<file path="src/design/lbrs_pkg.sv">
// Shared types and constants of the lane boundary row scanner.
// No dependencies; every design module imports this package.
package lbrs_pkg;

    localparam int MAX_WIDTH_DEF = 1024;
    localparam int MAX_ROWS_DEF  = 64;

    localparam int IW_W   = 11;
    localparam int ST_W   = 7;
    localparam int BT_W   = 7;
    localparam int APB_AW = 4;
    localparam int APB_DW = 32;

    localparam int              IMAGE_WIDTH_RST   = 640;
    localparam logic [ST_W-1:0] SAMPLE_TARGET_RST = 7'd11;
    localparam logic [BT_W-1:0] BORDER_THRESH_RST = 7'd3;

    localparam logic [1:0] REG_IMAGE_WIDTH   = 2'd0;
    localparam logic [1:0] REG_SAMPLE_TARGET = 2'd1;
    localparam logic [1:0] REG_BORDER_THRESH = 2'd2;

    typedef enum logic [1:0] {
        MODE_LOSE       = 2'd0,
        MODE_OBSTACLE   = 2'd1,
        MODE_FORWARD    = 2'd2,
        MODE_HORIZONTAL = 2'd3
    } drive_mode_t;

    typedef struct packed {
        logic [IW_W-1:0] image_width;
        logic [ST_W-1:0] sample_target;
        logic [BT_W-1:0] border_thresh;
    } cfg_t;

    typedef enum logic [1:0] {
        SC_LOAD,
        SC_STEP,
        SC_EVAL,
        SC_FIN
    } scan_state_t;

    typedef enum logic [3:0] {
        PH_SEED,
        PH_ZERO,
        PH_LAST,
        PH_A_LEFT,
        PH_A_RIGHT,
        PH_B_FIND,
        PH_B_RUN,
        PH_C_FIND,
        PH_C_LEFT
    } scan_phase_t;

    typedef struct packed {
        logic found;
        logic hit_left;
        logic hit_right;
        logic frame_end;
    } scan_flags_t;

endpackage

</file>
<file path="src/design/lane_boundary_row_scanner_top.sv">
// Lane boundary row scanner. Pixels of a sampled row are taken one per cycle
// into a row buffer. The item that carries row_end starts the edge search and
// holds in_ready low until it is done and its result is taken: the search
// reads the W buffered columns, W being image_width clamped to 2..MAX_WIDTH,
// one at a time through its single read port, a step and an evaluate state
// per column, ending early when the lane sits near the seed column. One result
// per row comes out of a result register, which frees the input side while
// the result waits. No clearing pass is run after reset.
// Depends on lbrs_pkg, lbrs_regs, lbrs_scan and lbrs_frame.
module lane_boundary_row_scanner_top #(
    parameter int MAX_WIDTH = lbrs_pkg::MAX_WIDTH_DEF,
    parameter int MAX_ROWS  = lbrs_pkg::MAX_ROWS_DEF,
    localparam int AW = $clog2(MAX_WIDTH),
    localparam int XW = AW + 1,
    localparam int CW = $clog2(MAX_ROWS + 1)
) (
    input  logic                        clk,
    input  logic                        rst_n,
    input  logic                        psel,
    input  logic                        penable,
    input  logic                        pwrite,
    input  logic [lbrs_pkg::APB_AW-1:0] paddr,
    input  logic [lbrs_pkg::APB_DW-1:0] pwdata,
    output logic [lbrs_pkg::APB_DW-1:0] prdata,
    output logic                        pready,
    input  logic                        in_valid,
    output logic                        in_ready,
    input  logic                        pixel,
    input  logic                        row_end,
    input  logic                        frame_end,
    output logic                        out_valid,
    input  logic                        out_ready,
    output logic [XW-1:0]               left_x,
    output logic [XW-1:0]               right_x,
    output logic [AW-1:0]               mid_x,
    output logic                        row_found,
    output logic                        frame_done,
    output logic [1:0]                  drive_mode,
    output logic                        left_is_border,
    output logic                        right_is_border,
    output logic [CW-1:0]               rows_counted
);
    import lbrs_pkg::*;

    cfg_t          cfg;
    logic [XW-1:0] col;
    logic [AW-1:0] seed;
    logic          res_valid;
    logic          res_ready;
    logic [XW-1:0] scan_left;
    logic [XW-1:0] scan_right;
    scan_flags_t   scan_flags;

    lbrs_regs #(
        .MAX_WIDTH(MAX_WIDTH)
    ) u_regs (
        .clk     (clk),
        .rst_n   (rst_n),
        .psel    (psel),
        .penable (penable),
        .pwrite  (pwrite),
        .paddr   (paddr),
        .pwdata  (pwdata),
        .prdata  (prdata),
        .pready  (pready),
        .cfg     (cfg),
        .col     (col)
    );

    lbrs_scan #(
        .MAX_WIDTH(MAX_WIDTH)
    ) u_scan (
        .clk       (clk),
        .rst_n     (rst_n),
        .in_valid  (in_valid),
        .in_ready  (in_ready),
        .pixel     (pixel),
        .row_end   (row_end),
        .frame_end (frame_end),
        .col       (col),
        .seed      (seed),
        .res_valid (res_valid),
        .res_ready (res_ready),
        .left      (scan_left),
        .right     (scan_right),
        .flags     (scan_flags)
    );

    lbrs_frame #(
        .MAX_WIDTH(MAX_WIDTH),
        .MAX_ROWS (MAX_ROWS)
    ) u_frame (
        .clk             (clk),
        .rst_n           (rst_n),
        .cfg             (cfg),
        .col             (col),
        .res_valid       (res_valid),
        .res_ready       (res_ready),
        .left            (scan_left),
        .right           (scan_right),
        .flags           (scan_flags),
        .seed            (seed),
        .out_valid       (out_valid),
        .out_ready       (out_ready),
        .left_x          (left_x),
        .right_x         (right_x),
        .mid_x           (mid_x),
        .row_found       (row_found),
        .frame_done      (frame_done),
        .drive_mode      (drive_mode),
        .left_is_border  (left_is_border),
        .right_is_border (right_is_border),
        .rows_counted    (rows_counted)
    );

endmodule

</file>
<file path="src/design/lbrs_regs.sv">
// APB configuration registers and the clamped column count.
// Depends on lbrs_pkg.
module lbrs_regs #(
    parameter int MAX_WIDTH = lbrs_pkg::MAX_WIDTH_DEF,
    localparam int XW = $clog2(MAX_WIDTH) + 1
) (
    input  logic                       clk,
    input  logic                       rst_n,
    input  logic                       psel,
    input  logic                       penable,
    input  logic                       pwrite,
    input  logic [lbrs_pkg::APB_AW-1:0] paddr,
    input  logic [lbrs_pkg::APB_DW-1:0] pwdata,
    output logic [lbrs_pkg::APB_DW-1:0] prdata,
    output logic                       pready,
    output lbrs_pkg::cfg_t             cfg,
    output logic [XW-1:0]              col
);
    import lbrs_pkg::*;

    localparam int WW = (XW > IW_W) ? XW : IW_W;

    cfg_t          cfg_reg;
    logic [1:0]    reg_sel;
    logic          wr_en;
    logic [WW-1:0] iw_ext;
    logic [WW-1:0] col_wide;

    assign pready  = 1'b1;
    assign reg_sel = paddr[APB_AW-1:2];
    assign wr_en   = psel && penable && pwrite;

    always_ff @(posedge clk or negedge rst_n)
    begin
        if (!rst_n)
        begin
            cfg_reg.image_width   <= IW_W'(IMAGE_WIDTH_RST);
            cfg_reg.sample_target <= SAMPLE_TARGET_RST;
            cfg_reg.border_thresh <= BORDER_THRESH_RST;
        end
        else if (wr_en)
        begin
            unique case (reg_sel)
                REG_IMAGE_WIDTH:   cfg_reg.image_width   <= pwdata[IW_W-1:0];
                REG_SAMPLE_TARGET: cfg_reg.sample_target <= pwdata[ST_W-1:0];
                REG_BORDER_THRESH: cfg_reg.border_thresh <= pwdata[BT_W-1:0];
                default:           ;
            endcase
        end
    end

    always_comb
    begin
        unique case (reg_sel)
            REG_IMAGE_WIDTH:   prdata = APB_DW'(cfg_reg.image_width);
            REG_SAMPLE_TARGET: prdata = APB_DW'(cfg_reg.sample_target);
            REG_BORDER_THRESH: prdata = APB_DW'(cfg_reg.border_thresh);
            default:           prdata = '0;
        endcase
    end

    // clamp the width in use to 2..MAX_WIDTH
    always_comb
    begin
        iw_ext = WW'(cfg_reg.image_width);
        if (iw_ext < WW'(2))
            col_wide = WW'(2);
        else if (iw_ext > WW'(MAX_WIDTH))
            col_wide = WW'(MAX_WIDTH);
        else
            col_wide = iw_ext;
    end

    assign col = col_wide[XW-1:0];
    assign cfg = cfg_reg;

endmodule

</file>
<file path="src/design/lbrs_scan.sv">
// Row buffer and edge search sequencer: one buffer read and one compare per step.
// Depends on lbrs_pkg.
module lbrs_scan #(
    parameter int MAX_WIDTH = lbrs_pkg::MAX_WIDTH_DEF,
    localparam int AW = $clog2(MAX_WIDTH),
    localparam int XW = AW + 1
) (
    input  logic                  clk,
    input  logic                  rst_n,
    input  logic                  in_valid,
    output logic                  in_ready,
    input  logic                  pixel,
    input  logic                  row_end,
    input  logic                  frame_end,
    input  logic [XW-1:0]         col,
    input  logic [AW-1:0]         seed,
    output logic                  res_valid,
    input  logic                  res_ready,
    output logic [XW-1:0]         left,
    output logic [XW-1:0]         right,
    output lbrs_pkg::scan_flags_t flags
);
    import lbrs_pkg::*;

    logic row_mem [MAX_WIDTH];

    scan_state_t state_reg, state_next;
    scan_phase_t phase_reg, phase_next;
    logic [XW-1:0] pos_reg, pos_next;
    logic [XW-1:0] left_reg, left_next;
    logic [XW-1:0] right_reg, right_next;
    logic [XW-1:0] pix_idx_reg, pix_idx_next;
    scan_flags_t   flags_reg, flags_next;
    logic          rd_bit_reg;

    logic          accept;
    logic [XW-1:0] seed_ext;
    logic [XW-1:0] x0;
    logic          at_zero;
    logic          at_col;
    logic          stop_bound;
    logic          eval_finish;
    logic          rd_en;

    assign in_ready = (state_reg == SC_LOAD);
    assign accept   = in_valid && in_ready;
    assign seed_ext = XW'(seed);
    assign x0       = (seed_ext >= col) ? col - 1'b1 : seed_ext;
    assign at_zero  = (pos_reg == '0);
    assign at_col   = (pos_reg == col);
    assign rd_en    = (state_reg == SC_STEP) && !stop_bound;

    always_comb
    begin
        unique case (phase_reg) inside
            PH_A_LEFT, PH_C_LEFT, PH_C_FIND: stop_bound = at_zero;
            PH_A_RIGHT, PH_B_FIND, PH_B_RUN: stop_bound = at_col;
            default:                         stop_bound = 1'b0;
        endcase
    end

    always_comb
    begin
        unique case (phase_reg) inside
            PH_A_RIGHT, PH_B_RUN, PH_C_LEFT: eval_finish = !rd_bit_reg;
            PH_LAST:                         eval_finish = rd_bit_reg;
            default:                         eval_finish = 1'b0;
        endcase
    end

    always_ff @(posedge clk)
    begin
        if (accept && (pix_idx_reg < XW'(MAX_WIDTH)))
            row_mem[pix_idx_reg[AW-1:0]] <= pixel;
        if (rd_en)
            rd_bit_reg <= row_mem[pos_reg[AW-1:0]];
    end

    // next state
    always_comb
    begin
        state_next = state_reg;
        unique case (state_reg)
            SC_LOAD:
            begin
                if (accept && row_end)
                    state_next = SC_STEP;
            end
            SC_STEP:
            begin
                if (!stop_bound)
                    state_next = SC_EVAL;
                else if (phase_reg != PH_A_LEFT)
                    state_next = SC_FIN;
            end
            SC_EVAL:
            begin
                state_next = eval_finish ? SC_FIN : SC_STEP;
            end
            SC_FIN:
            begin
                if (res_ready)
                    state_next = SC_LOAD;
            end
            default: state_next = SC_LOAD;
        endcase
    end

    // datapath
    always_comb
    begin
        phase_next   = phase_reg;
        pos_next     = pos_reg;
        left_next    = left_reg;
        right_next   = right_reg;
        flags_next   = flags_reg;
        pix_idx_next = pix_idx_reg;

        if (accept)
        begin
            if (row_end)
                pix_idx_next = '0;
            else if (pix_idx_reg < XW'(MAX_WIDTH))
                pix_idx_next = pix_idx_reg + 1'b1;
        end

        unique case (state_reg)
            SC_LOAD:
            begin
                if (accept && row_end)
                begin
                    phase_next           = PH_SEED;
                    pos_next             = x0;
                    left_next            = '0;
                    right_next           = '0;
                    flags_next.found     = 1'b1;
                    flags_next.hit_left  = 1'b0;
                    flags_next.hit_right = 1'b0;
                    flags_next.frame_end = frame_end;
                end
            end
            SC_STEP:
            begin
                if (stop_bound)
                begin
                    unique case (phase_reg) inside
                        PH_A_LEFT:
                        begin
                            flags_next.hit_left = 1'b1;
                            phase_next          = PH_A_RIGHT;
                            pos_next            = x0;
                        end
                        PH_A_RIGHT, PH_B_RUN:
                        begin
                            right_next           = col;
                            flags_next.hit_right = 1'b1;
                        end
                        PH_B_FIND, PH_C_FIND:
                        begin
                            flags_next.found = 1'b0;
                        end
                        PH_C_LEFT:
                        begin
                            flags_next.hit_left = 1'b1;
                        end
                        default: ;
                    endcase
                end
            end
            SC_EVAL:
            begin
                unique case (phase_reg)
                    PH_SEED:
                    begin
                        phase_next = rd_bit_reg ? PH_A_LEFT : PH_ZERO;
                        pos_next   = rd_bit_reg ? x0 : '0;
                    end
                    PH_ZERO:
                    begin
                        phase_next = rd_bit_reg ? PH_LAST : PH_B_FIND;
                        pos_next   = rd_bit_reg ? col - 1'b1 : '0;
                    end
                    PH_LAST:
                    begin
                        // lane at both borders only: found with all edges at zero
                        if (!rd_bit_reg)
                        begin
                            phase_next = PH_C_FIND;
                            pos_next   = col - 1'b1;
                        end
                    end
                    PH_A_LEFT:
                    begin
                        if (!rd_bit_reg)
                        begin
                            left_next  = pos_reg;
                            phase_next = PH_A_RIGHT;
                            pos_next   = x0;
                        end
                        else
                            pos_next = pos_reg - 1'b1;
                    end
                    PH_A_RIGHT, PH_B_RUN:
                    begin
                        if (!rd_bit_reg)
                            right_next = pos_reg;
                        else
                            pos_next = pos_reg + 1'b1;
                    end
                    PH_B_FIND:
                    begin
                        if (rd_bit_reg)
                        begin
                            left_next  = pos_reg;
                            phase_next = PH_B_RUN;
                        end
                        else
                            pos_next = pos_reg + 1'b1;
                    end
                    PH_C_FIND:
                    begin
                        if (rd_bit_reg)
                        begin
                            right_next = pos_reg;
                            phase_next = PH_C_LEFT;
                        end
                        else
                            pos_next = pos_reg - 1'b1;
                    end
                    PH_C_LEFT:
                    begin
                        if (!rd_bit_reg)
                            left_next = pos_reg;
                        else
                            pos_next = pos_reg - 1'b1;
                    end
                    default: ;
                endcase
            end
            default: ;
        endcase
    end

    always_ff @(posedge clk or negedge rst_n)
    begin
        if (!rst_n)
        begin
            state_reg   <= SC_LOAD;
            phase_reg   <= PH_SEED;
            pix_idx_reg <= '0;
        end
        else
        begin
            state_reg   <= state_next;
            phase_reg   <= phase_next;
            pix_idx_reg <= pix_idx_next;
        end
    end

    always_ff @(posedge clk)
    begin
        pos_reg   <= pos_next;
        left_reg  <= left_next;
        right_reg <= right_next;
        flags_reg <= flags_next;
    end

    assign res_valid = (state_reg == SC_FIN);
    assign left      = left_reg;
    assign right     = right_reg;
    assign flags     = flags_reg;

endmodule

</file>
<file path="src/design/lbrs_frame.sv">
// Frame statistics, seed column, drive mode and the result register.
// Depends on lbrs_pkg.
module lbrs_frame #(
    parameter int MAX_WIDTH = lbrs_pkg::MAX_WIDTH_DEF,
    parameter int MAX_ROWS  = lbrs_pkg::MAX_ROWS_DEF,
    localparam int AW = $clog2(MAX_WIDTH),
    localparam int XW = AW + 1,
    localparam int CW = $clog2(MAX_ROWS + 1)
) (
    input  logic                  clk,
    input  logic                  rst_n,
    input  lbrs_pkg::cfg_t        cfg,
    input  logic [XW-1:0]         col,
    input  logic                  res_valid,
    output logic                  res_ready,
    input  logic [XW-1:0]         left,
    input  logic [XW-1:0]         right,
    input  lbrs_pkg::scan_flags_t flags,
    output logic [AW-1:0]         seed,
    output logic                  out_valid,
    input  logic                  out_ready,
    output logic [XW-1:0]         left_x,
    output logic [XW-1:0]         right_x,
    output logic [AW-1:0]         mid_x,
    output logic                  row_found,
    output logic                  frame_done,
    output logic [1:0]            drive_mode,
    output logic                  left_is_border,
    output logic                  right_is_border,
    output logic [CW-1:0]         rows_counted
);
    import lbrs_pkg::*;

    localparam int KW = ((CW > ST_W) ? CW : ST_W) + 1;
    localparam int SEED_RST_I =
        ((IMAGE_WIDTH_RST < MAX_WIDTH) ? IMAGE_WIDTH_RST : MAX_WIDTH) / 2;
    localparam logic [AW-1:0] SEED_RST = AW'(SEED_RST_I);

    logic [AW-1:0] seed_reg, seed_next;
    logic [CW-1:0] found_cnt_reg, found_cnt_next;
    logic [CW-1:0] lhits_reg, lhits_next;
    logic [CW-1:0] rhits_reg, rhits_next;
    logic          out_valid_reg;

    logic [XW-1:0] left_x_reg, right_x_reg;
    logic [AW-1:0] mid_x_reg;
    logic          row_found_reg, frame_done_reg, lb_reg, rb_reg;
    drive_mode_t   mode_reg, mode_c;
    logic [CW-1:0] rows_reg;

    logic          take;
    logic [XW:0]   edge_sum;
    logic [AW-1:0] mid_c;
    logic [CW-1:0] fc_new, lh_new, rh_new;
    logic          below_bound;
    logic          lb_c, rb_c;

    function automatic logic [CW-1:0] sat_inc(input logic [CW-1:0] v);
        return (v < CW'(MAX_ROWS)) ? v + 1'b1 : v;
    endfunction

    assign res_ready = !out_valid_reg || out_ready;
    assign take      = res_valid && res_ready;

    assign edge_sum = {1'b0, left} + {1'b0, right};
    assign mid_c    = edge_sum[AW:1];

    assign fc_new = flags.found     ? sat_inc(found_cnt_reg) : found_cnt_reg;
    assign lh_new = flags.hit_left  ? sat_inc(lhits_reg)     : lhits_reg;
    assign rh_new = flags.hit_right ? sat_inc(rhits_reg)     : rhits_reg;

    // found < target - thresh, kept unsigned by moving thresh to the left side
    assign below_bound = (KW'(fc_new) + KW'(cfg.border_thresh)) < KW'(cfg.sample_target);
    assign lb_c        = KW'(lh_new) >= KW'(cfg.border_thresh);
    assign rb_c        = KW'(rh_new) >= KW'(cfg.border_thresh);

    always_comb
    begin
        if (fc_new == '0)
            mode_c = MODE_LOSE;
        else if (below_bound)
            mode_c = MODE_OBSTACLE;
        else if (lb_c || rb_c)
            mode_c = MODE_HORIZONTAL;
        else
            mode_c = MODE_FORWARD;
    end

    always_comb
    begin
        seed_next      = seed_reg;
        found_cnt_next = found_cnt_reg;
        lhits_next     = lhits_reg;
        rhits_next     = rhits_reg;
        if (take)
        begin
            if (flags.frame_end)
            begin
                found_cnt_next = '0;
                lhits_next     = '0;
                rhits_next     = '0;
                seed_next      = col[XW-1:1];
            end
            else
            begin
                found_cnt_next = fc_new;
                lhits_next     = lh_new;
                rhits_next     = rh_new;
                if (flags.found)
                    seed_next = mid_c;
            end
        end
    end

    always_ff @(posedge clk or negedge rst_n)
    begin
        if (!rst_n)
        begin
            seed_reg      <= SEED_RST;
            found_cnt_reg <= '0;
            lhits_reg     <= '0;
            rhits_reg     <= '0;
            out_valid_reg <= 1'b0;
        end
        else
        begin
            seed_reg      <= seed_next;
            found_cnt_reg <= found_cnt_next;
            lhits_reg     <= lhits_next;
            rhits_reg     <= rhits_next;
            if (take)
                out_valid_reg <= 1'b1;
            else if (out_ready)
                out_valid_reg <= 1'b0;
        end
    end

    always_ff @(posedge clk)
    begin
        if (take)
        begin
            left_x_reg     <= left;
            right_x_reg    <= right;
            mid_x_reg      <= mid_c;
            row_found_reg  <= flags.found;
            frame_done_reg <= flags.frame_end;
            rows_reg       <= fc_new;
            if (flags.frame_end)
            begin
                mode_reg <= mode_c;
                lb_reg   <= (mode_c == MODE_FORWARD || mode_c == MODE_HORIZONTAL) && lb_c;
                rb_reg   <= (mode_c == MODE_FORWARD || mode_c == MODE_HORIZONTAL) && rb_c;
            end
            else
            begin
                mode_reg <= MODE_LOSE;
                lb_reg   <= 1'b0;
                rb_reg   <= 1'b0;
            end
        end
    end

    assign seed            = seed_reg;
    assign out_valid       = out_valid_reg;
    assign left_x          = left_x_reg;
    assign right_x         = right_x_reg;
    assign mid_x           = mid_x_reg;
    assign row_found       = row_found_reg;
    assign frame_done      = frame_done_reg;
    assign drive_mode      = mode_reg;
    assign left_is_border  = lb_reg;
    assign right_is_border = rb_reg;
    assign rows_counted    = rows_reg;

endmodule

</file>
<file path="config.mk">
export PLATFORM = sky130hd
export DESIGN_NAME = lane_boundary_row_scanner_top
export DESIGN_NICKNAME = d
export VERILOG_FILES = /design/src/design/lbrs_pkg.sv /design/src/design/lane_boundary_row_scanner_top.sv /design/src/design/lbrs_regs.sv /design/src/design/lbrs_scan.sv /design/src/design/lbrs_frame.sv
export SDC_FILE = /design/constraint.sdc
export NUM_CORES = 2
export LEC_CHECK = 0
export BUFFER_PORTS_ARGS = -buffer_cell sky130_fd_sc_hd__clkbuf_2
export CAP_MARGIN = 15
export CELL_PAD_IN_SITES_DETAIL_PLACEMENT = 0
export CELL_PAD_IN_SITES_GLOBAL_PLACEMENT = 1
export CORE_MARGIN = 2
export CORE_UTILIZATION = 57
export CTS_CLUSTER_DIAMETER = 40
export DETAILED_ROUTE_END_ITERATION = 12
export PLACE_DENSITY = 0.95
export SLEW_MARGIN = 25
export SYNTH_ARGS = -nofsm -noshare
export SYNTH_HDL_FRONTEND = slang
export SYNTH_SLANG_ARGS = --single-unit
</file>
<file path="constraint.sdc">
create_clock -name clk -period 9.6 [get_ports clk]
set_input_delay 1.44 -clock clk [delete_from_list [all_inputs] [get_ports clk]]
set_output_delay 1.44 -clock clk [all_outputs]
set_load 0.05 [all_outputs]
</file>
==> results_dict.tcl <==
set metrics [dict create \
    synth-main-ff-cell "edfxtp_1" \
    clock_skew_ps 24.1 \
    post-route-period-util 0.519 \
    min_to "u_frame.right_x[8]$_DFFE_PP_" \
    cts_repair_resize_count 0 \
    cts_buffers 137 \
    synthSimpleGateAreaFrac 0.118 \
    nets 4097 \
    intPower_mw 11.0 \
    r2r_cells 11 \
    wl_mm 142 \
    viasPerCell 6.52 \
    syn_area_per_cell_um2 13.3 \
    clock_sinks 1181 \
    vias 35000 \
    seq_area_frac_synth 0.647 \
    clk_latency_ps 770 \
    synthTopCellsByArea "edfxtp_1 61%, mux4_2 8.7%, nor2_1 7.5%" \
    drt-initial-drc-count 5531 \
    reg2reg_slack_ps 4610 \
    muxShareOfSynthArea 0.118 \
    postCtsSetupBuffers 0 \
    drv_slew 0 \
    place_hpwl_mm 76.5 \
    synth_top_area_frac 0.613 \
    ys_async_sr_fraction 0.0627 \
    synth_xor_area_frac 0.00775 \
    grt_use_total 0.290 \
    fin_area_um2 59800 \
    wl_per_cell_um 26.5 \
    p_comb_frac 0.308 \
    pwr-share-seq 0.373 \
    power_density_nw_per_um2 278 \
    cts_tree "done" \
    clockBufferDepth 3 \
    place_congestion 0.873 \
    drc_errors 0 \
    largest_reg_flops 1024 \
    status "finished, final reports clean" \
    initial_core_util 0.573 \
    synth_seq_cells 1181 \
    port_buffers 80 \
    placedInstanceArea_um2 55100 \
    slew_headroom 0.203 \
    cap_violations 0 \
    hp-start "u_scan.right[8]$_DFFE_PP_" \
    yosysTopAreaCell "edfxtp_1" \
    peakVddDrop_uv 248 \
    fmaxAchievable_ghz 0.201 \
    die_w_um 313 \
    setup_viol 0 \
    p_clk_frac 0.320 \
    io_pins 126 \
    final_antenna_net_count 0 \
    critPathCaptureType "register" \
    fillers 6703 \
    switching_share 0.337 \
    postCtsHoldBufs 0 \
    antenna_found_initial 2 \
    period_minus_slack_ps 4990 \
    r2r_end "u_scan.rd_bit_reg$_DFFE_PP_" \
    syn_to_final_growth_pct 10.2 \
    grt_pass1_vias 34000 \
    syn_inst 4076 \
    p_leak_nw 19.2 \
    hold_violations 0 \
    drive_gt1_frac 0.163 \
    fin_tns_setup_ps 0 \
    syn-cell-area_um2 54300 \
    cts-root-buf "clkbuf_16" \
    grt_max_degree 310 \
    grt_pass1_wl_mm 210 \
    yosysUniqueCellTypes 78 \
    num_rows 113 \
    synth_top_family_by_area "multiplexers" \
    cp_max_fo 39 \
    worstPathArrival_ps 5500 \
    diodes 0 \
    synth_compound_area_frac 0.0555 \
    die_height_um 313 \
    required_ps 10110 \
    cp-start-kind "register" \
    hold-path-cell-count 0 \
    r2r-start "u_scan.pos_reg[0]$_DFFE_PP_" \
    cts.clk_slew.worst_paths_ps 60 \
    ctsHtreeMaxLevel 4 \
    hp-class "register to register" \
    power.switching_mw 5.59 \
    core_area_um2 94700 \
    criticalPathCategory "register to register" \
    drt_pass1_iterations 6 \
    grt_setup_unrepaired "false" \
    dieArea_um2 97700 \
    tightest_slew_ps 1200 \
    synth_edf_count 1107 \
    synth.yosys.warnings 0 \
    grt_overflow 0 \
    synthAdderAreaFrac 0.0146 \
]
-- cells in the mapped netlist (all sizes together), types with 19 or more instances --
cell,count
edfxtp,1107
nor2,1089
mux4,232
clkbuf,213
nand2,184
buf,172
a21oi,119
o21ai,85
mux2i,83
a22oi,69
dfrtp,65
nor3,62
ha,60
inv,56
nor2b,42
nand3,41
xnor2,38
o22ai,28
mux2,25
nand2b,22
a22o,20
and2,20
or3,20
a21o,19
-- routing by layer --
metal  part of all wire  GRT usage
met1               0.35      0.380
met2               0.48      0.459
met3               0.12     0.0693
met4              0.050      0.144
met5           0.000092          0
-- kinds of logic after synthesis --
family | Yosys count
fa+ha+maj | 62
xor+xnor | 48
flops | 1181
other cells | 2
mux | 340
compound gates | 458
simple gates | 1542
buf+inv | 443
-- how the worst max path moves through the flow --
stage	cells after the start	slack (ps)	end	startpoint
floorplan	3	5110	prdata[0]	paddr[2]
global placement	10	4760	u_scan.rd_bit_reg$_DFFE_PP_	u_scan.pos_reg[0]$_DFFE_PP_
detailed placement	10	4740	u_scan.rd_bit_reg$_DFFE_PP_	u_scan.pos_reg[0]$_DFFE_PP_
CTS	11	4690	u_scan.rd_bit_reg$_DFFE_PP_	u_scan.pos_reg[0]$_DFFE_PP_
global route	11	4310	u_scan.rd_bit_reg$_DFFE_PP_	u_scan.pos_reg[0]$_DFFE_PP_
finish	11	4610	u_scan.rd_bit_reg$_DFFE_PP_	u_scan.pos_reg[0]$_DFFE_PP_
-- cell type report --
class,count,area (um2),share of cell area
clock buffers,165,3560,0.0596
repair buffers,139,937,0.0157
inverters,58,218,0.00364
well taps,1265,1580,0.0265
multi-input cells,2472,17400,0.290
clock inverters,81,1050,0.0175
flip-flops and latches,1181,35100,0.587
-- metrics by stage --
stage,total power [mW],utilization,std cells,setup WS [ps],hold WS (ps)
2_1_floorplan,9.92,-,4096,5110,424
3_3_place_gp,11.2,0.581,5114,4760,438
3_5_place_dp,11.3,0.582,5114,4740,439
4_1_cts,16.5,0.630,5360,4690,453
5_1_grt,17.1,0.632,5361,4310,468
6_report,16.6,0.632,5361,4610,451
-- cells in the final DEF (no fill, tap or decap), drive strengths merged, types with 9 or more instances in the layout --
| cell | Yosys | layout |
|---|---|---|
| nand2b | 22 | 22 |
| ha | 60 | 60 |
| dfstp | 9 | 9 |
| o22ai | 28 | 28 |
| nor4 | 11 | 11 |
| a31oi | 14 | 14 |
| or3 | 20 | 20 |
| and2 | 20 | 20 |
| nand4 | 11 | 11 |
| dfrtp | 65 | 65 |
| a221oi | 14 | 14 |
| xor2 | 10 | 10 |
| a211oi | 14 | 14 |
| a21oi | 119 | 119 |
| or4 | 10 | 10 |
| nand3 | 41 | 41 |
| nor2b | 42 | 42 |
| a21o | 19 | 19 |
| o221ai | 10 | 10 |
| nor3 | 62 | 62 |
| clkinv | 2 | 41 |
| edfxtp | 1107 | 1107 |
| mux4 | 232 | 232 |
| nand2 | 184 | 184 |
| a22o | 20 | 20 |
| mux2i | 83 | 83 |
| o21ai | 85 | 85 |
| xnor2 | 38 | 38 |
| clkbuf | 213 | 243 |
| mux2 | 25 | 25 |
| conb | 2 | 22 |
| nor2 | 1089 | 1089 |
| inv | 56 | 73 |
| a22oi | 69 | 69 |
| bufinv | 0 | 17 |
| buf | 172 | 61 |
-- worst max-delay path, stage by stage, from the launching register on --
cell      delay, ps
edfxtp_1        560
buf_4           470
buf_4           680
buf_4           740
mux2i_1         190
o22ai_1         250
a211oi_1         90
o32ai_1         700
o32ai_1         170
a221oi_1        320
o32ai_1         170
a21oi_1         350
-- power by group through the flow --
| stage | clock, mW | sequential, mW | combinational (mW) |
|---|---|---|---|
| floorplan | 0 | 6.36 | 3.56 |
| global placement | 0 | 6.28 | 4.92 |
| detailed placement | 0 | 6.29 | 4.99 |
| CTS | 5.33 | 6.18 | 5.03 |
| global route | 5.53 | 6.21 | 5.39 |
| finish | 5.31 | 6.19 | 5.11 |
Note: power is estimated with default switching activity, not from simulation.
